`src/hw/rtl/chsa_pkg.sv`:
```
// Shared types and constants for the convex-hull support search block.
package chsa_pkg;

  localparam int COORD_W = 32;               // Q16.16 coordinate
  localparam int VTX_W   = 3 * COORD_W;      // one stored vertex {z, y, x}
  localparam int PROD_W  = 2 * COORD_W;      // exact coordinate product
  localparam int PAIR_W  = PROD_W + 1;       // x*dx + y*dy
  localparam int DOT_W   = PROD_W + 2;       // full exact dot product
  localparam int SLOT_W  = 8;
  localparam int CNT_W   = 9;                // vertex_count register
  localparam int IDX_W   = 8;                // best_index field

  localparam logic REQ_LOAD  = 1'b0;
  localparam logic REQ_QUERY = 1'b1;

  typedef enum logic [3:0] {
    ST_IDLE  = 4'b0001,
    ST_SCAN  = 4'b0010,
    ST_DRAIN = 4'b0100,
    ST_DONE  = 4'b1000
  } chsa_state_e;

  // controller -> datapath
  typedef struct packed {
    logic load_en;   // write the accepted vertex into its slot
    logic start;     // latch direction, clear running best
    logic rd_en;     // read one vertex for the scan
    logic push;      // result is handed to the output register
  } chsa_cmd_t;

  // datapath -> controller
  typedef struct packed {
    logic busy;      // reads still in flight through the dot pipeline
  } chsa_status_t;

endpackage

```
`src/hw/rtl/chsa_ctrl.sv`:
```
// Controller: item intake, scan address sequencing and result hand-off.
module chsa_ctrl #(
  parameter int MAX_VERTICES = 256
) (
  input  logic                              clk_i,
  input  logic                              rst_ni,
  input  logic                              in_valid_i,
  input  logic                              in_req_type_i,
  output logic                              in_ready_o,
  input  logic                              out_free_i,
  input  logic [chsa_pkg::CNT_W-1:0]        vertex_count_i,
  input  chsa_pkg::chsa_status_t            status_i,
  output chsa_pkg::chsa_cmd_t               cmd_o,
  output logic [$clog2(MAX_VERTICES)-1:0]   rd_addr_o
);
  import chsa_pkg::*;

  localparam int AW = $clog2(MAX_VERTICES);
  localparam int CW = $clog2(MAX_VERTICES + 1);
  localparam int NW = (CW > CNT_W) ? CW : CNT_W;

  chsa_state_e state_q, state_d;
  logic [CW-1:0] idx_q, idx_d;
  logic [CW-1:0] idx_nx;
  logic [NW-1:0] cnt_ext, cnt_lim, cnt_sat;
  logic [CW-1:0] n_scan;

  // counts above the store size scan the whole store
  assign cnt_ext = NW'(vertex_count_i);
  assign cnt_lim = NW'(MAX_VERTICES);
  assign cnt_sat = (cnt_ext > cnt_lim) ? cnt_lim : cnt_ext;
  assign n_scan  = CW'(cnt_sat);
  assign idx_nx  = idx_q + 1'b1;

  assign rd_addr_o = idx_q[AW-1:0];

  always_comb begin
    state_d    = state_q;
    idx_d      = idx_q;
    cmd_o      = '0;
    in_ready_o = 1'b0;
    unique case (state_q)
      ST_IDLE: begin
        in_ready_o = 1'b1;
        if (in_valid_i) begin
          if (in_req_type_i == REQ_QUERY) begin
            cmd_o.start = 1'b1;
            idx_d       = '0;
            state_d     = (n_scan == '0) ? ST_DRAIN : ST_SCAN;
          end else begin
            cmd_o.load_en = 1'b1;
          end
        end
      end
      ST_SCAN: begin
        cmd_o.rd_en = 1'b1;
        idx_d       = idx_nx;
        if (idx_nx == n_scan) begin
          state_d = ST_DRAIN;
        end
      end
      ST_DRAIN: begin
        if (!status_i.busy) begin
          state_d = ST_DONE;
        end
      end
      ST_DONE: begin
        if (out_free_i) begin
          cmd_o.push = 1'b1;
          state_d    = ST_IDLE;
        end
      end
      default: begin
        state_d = ST_IDLE;
      end
    endcase
  end

  always_ff @(posedge clk_i or negedge rst_ni) begin
    if (!rst_ni) begin
      state_q <= ST_IDLE;
      idx_q   <= '0;
    end else begin
      state_q <= state_d;
      idx_q   <= idx_d;
    end
  end

endmodule
```
`config.mk`:
```
export PLATFORM = sky130hd
export DESIGN_NAME = chsa_ctrl
export DESIGN_NICKNAME = d
export VERILOG_FILES = /design/src/hw/rtl/chsa_pkg.sv /design/src/hw/rtl/chsa_ctrl.sv
export SDC_FILE = /design/constraint.sdc
export NUM_CORES = 1
export LEC_CHECK = 0
export ABC_AREA = 0
export BUFFER_PORTS_ARGS = -buffer_cell sky130_fd_sc_hd__buf_4
export CORE_ASPECT_RATIO = 0.9
export CORE_UTILIZATION = 35
export DETAILED_ROUTE_END_ITERATION = 8
export PLACE_DENSITY = 0.62
export SLEW_MARGIN = 25
export SYNTH_ARGS = -nofsm -noshare
export SYNTH_HDL_FRONTEND = slang
export SYNTH_SLANG_ARGS = --single-unit
```
`constraint.sdc`:
```
create_clock -name clk_i -period 3.3 [get_ports clk_i]
set_clock_uncertainty 0.15 [all_clocks]
set_input_delay 0.66 -clock clk_i [delete_from_list [all_inputs] [get_ports clk_i]]
set_output_delay 0.66 -clock clk_i [all_outputs]
set_load 0.1 [all_outputs]
```
==> impl_metrics.toml <==
[status]
outcome = "completed"

[routing]
drc = 0
drt-initial-drc-count = 52
ant_nets = 0
first_pass_iters = 4
avgViaCountPerCell = 5.17
wl_per_cell_um = 13.1
vias = 1028
routed_wl_um = 2620

[power_and_ir_drop]
finalPower_mw = 1.04
total_leakage_power_nw = 0.595
p_per_area_nw_per_um2 = 784
ir_worst_vdd_v = 0.000335

[timing]
clock.fmax_ghz = 0.358
hold_violations = 0
rsz0062_at_grt = "no"
tightest_slew_ns = 0.442
period_needed_ns = 2.79
slew_viol_final = 0
setup_tns_ns = 0
fin_crit_sh_pct = 84.5
slew_headroom_pct = 70.5
finalSetupViolCount = 0

[global_route]
antenna_found_initial = 0
grt.overflow.total = 0
use_met3_pct = 3.26
grt_use_total_pct = 17.4
grt_pass1_wl_um = 4510
grt_start_max_net_pins = 14
grt_pass1_vias = 1001
grt.busiest_layer = "met2"
use_met2_pct = 28.4
gr-usage-met1_pct = 22.9

[place]
io_buffers = 27
dp_hpwl_um = 1970
place_congestion = 0.796

[clock_tree]
cts_buffer_depth = 2
worstSkewPairLatency_ns = 0.29
post_cts_buffers = 0
cts_root_buffer = "clkbuf_4"
cts_tree = "yes"
cts_sinks = 13
cts_inserted_buffers = 3
cts-hold-fix-buffers = 0
clk_pin_slew_worst_paths_ns = 0.09
cts-resized-gates = 0
htreeDepth = 1

[final_layout]
final_net_count = 174
most-common-layout-cells = "buf_4 (28), nand2_1 (18), nor2_1 (13), o21ai_1 (12), dfrtp_1 (12)"
drive_gt1_share_pct = 29.3
syn2layout_area_growth_pct = 18.9
final_common_cell = "buf_4"
antenna_cells = 0

[floorplan]
ios = 28
die_area_um2 = 3430
die_x_um = 61.6
start_util_pct = 36.8
die_y_um = 55.6
core_um2 = 3040
rows = 19

[critical_path]
end_kind = "output port"
path_max_fanout = 11
critPathKind = "reg -> out"
crit_required_ns = 2.49
crit_arrival_ns = 1.98
cp-start-kind = "flop"

[logic_synthesis]
synth_ff_type = "dfrtp_1"
synthXorXnorAreaFrac_pct = 13.1
synthesis.area_um2 = 1120
yosys_warnings = 0
synthArstFlopShare_pct = 100
syn_inst = 137
synth_top_family_by_area = "simple AND/OR/NAND/NOR gates"
ys_seq_area_share_pct = 29.2
ys_ff_latch = 13
syn_nets = 153
synthSimpleGateAreaFrac_pct = 30.1
synth_fa_ha_area_share_pct = 1.12
synthMuxAreaShare_pct = 0.895
synth_compound_gate_area_share_pct = 17.0
postSynthAreaPerCell_um2 = 8.16
synthDistinctLibCells = 44
synth-edff-count = 0

[job]
max_cap_viol_count = 0

[worst_hold_path]
hold_class = "in -> async"
synth_stat cells (2+ instances only):
cell type  number  share of area (%)
nor2_1         14                4.7
buf_2           2               0.89
inv_1           2               0.67
or3b_2          2                1.6
nand2_1        18                6.0
xor2_1          6                4.7
or3_1           2                1.1
o21ai_1        12                5.4
nand3_1         3                1.3
nor2b_1         2                1.1
xnor2_2         2                2.9
nor3_1          3                1.3
nand2b_1        2                1.1
a22o_1          2                1.6
nand3b_1        3                2.0
nand4_1         2                1.1
buf_4           8                5.4
and3_4          2                2.0
dfrtp_1        12                 27
a21oi_1         8                3.6
xnor2_1         7                5.5
layout make-up:
cell class	count	area, µm²
inverter	3	11.3
multi-input combinational	109	703
fill	341	1710
timing repair buffer	28	210
clock buffer	4	26.3
sequential	13	327
tap	42	52.6
kinds of logic after synthesis:
| logic type | Yosys count |
|---|---|
| buffers and inverters | 15 |
| multiplexers | 1 |
| XOR/XNOR | 15 |
| AO/OA/AOI/OAI | 31 |
| AND/OR/NAND/NOR | 61 |
| adder cells (fa/ha/maj) | 1 |
| flip-flops | 13 |
final timing paths:
path                             from    endpoint  slack, ns  cells past startpoint
setup / recovery           state_q[2]    cmd_o[1]       0.51                      3
hold / removal                 rst_ni    idx_q[7]       0.05                      1
setup reg to reg             idx_q[0]  state_q[1]       0.92                      7
hold reg to reg              idx_q[8]    idx_q[8]       0.34                      1
max in group asynchronous      rst_ni  state_q[0]       2.71                      1
min in group clk_i           idx_q[8]    idx_q[8]       0.34                      1
critical path, cell delays in order (launching register included):
cell	delay, ns
dfrtp_1	0.47
or4b_1	0.76
inv_1	0.15
buf_4	0.30
per-stage QoR:
stage | hold WS [ns] | util (%) | setup WS (ns) | instance area (µm²) | std cells
2_1_floorplan | 0.214 | - | 0.169 | 1130 | 137
3_3_place_gp | 0.326 | 42.8 | 0.870 | 1300 | 195
3_5_place_dp | 0.334 | 42.8 | 0.840 | 1300 | 195
4_1_cts | 0.0526 | 43.7 | 0.501 | 1330 | 199
5_1_grt | 0.0567 | 43.7 | 0.387 | 1330 | 199
6_report | 0.0478 | 43.7 | 0.511 | 1330 | 199
layer usage:
| layer | vias to the layer above | routed length (µm) |
|---|---|---|
| met3 | 4 | 94 |
| met1 | 491 | 1140 |
| met2 | 20 | 1350 |
| met4 | 0 | 31 |
| li1 | 513 | - |
| met5 | - | 0 |
state kept, by name (all words and copies together), names as in the netlist:
register / count
state_q: 4
idx_q: 9
power by group:
| group | internal [mW] | total, mW | switching, mW |
|---|---|---|---|
| Clock | 0.0471 | 0.112 | 0.0646 |
| Combinational | 0.198 | 0.675 | 0.477 |
| Sequential | 0.200 | 0.256 | 0.0568 |
| Total | 0.444 | 1.04 | 0.598 |
No activity file was read; power rests on OpenSTA's default activity.
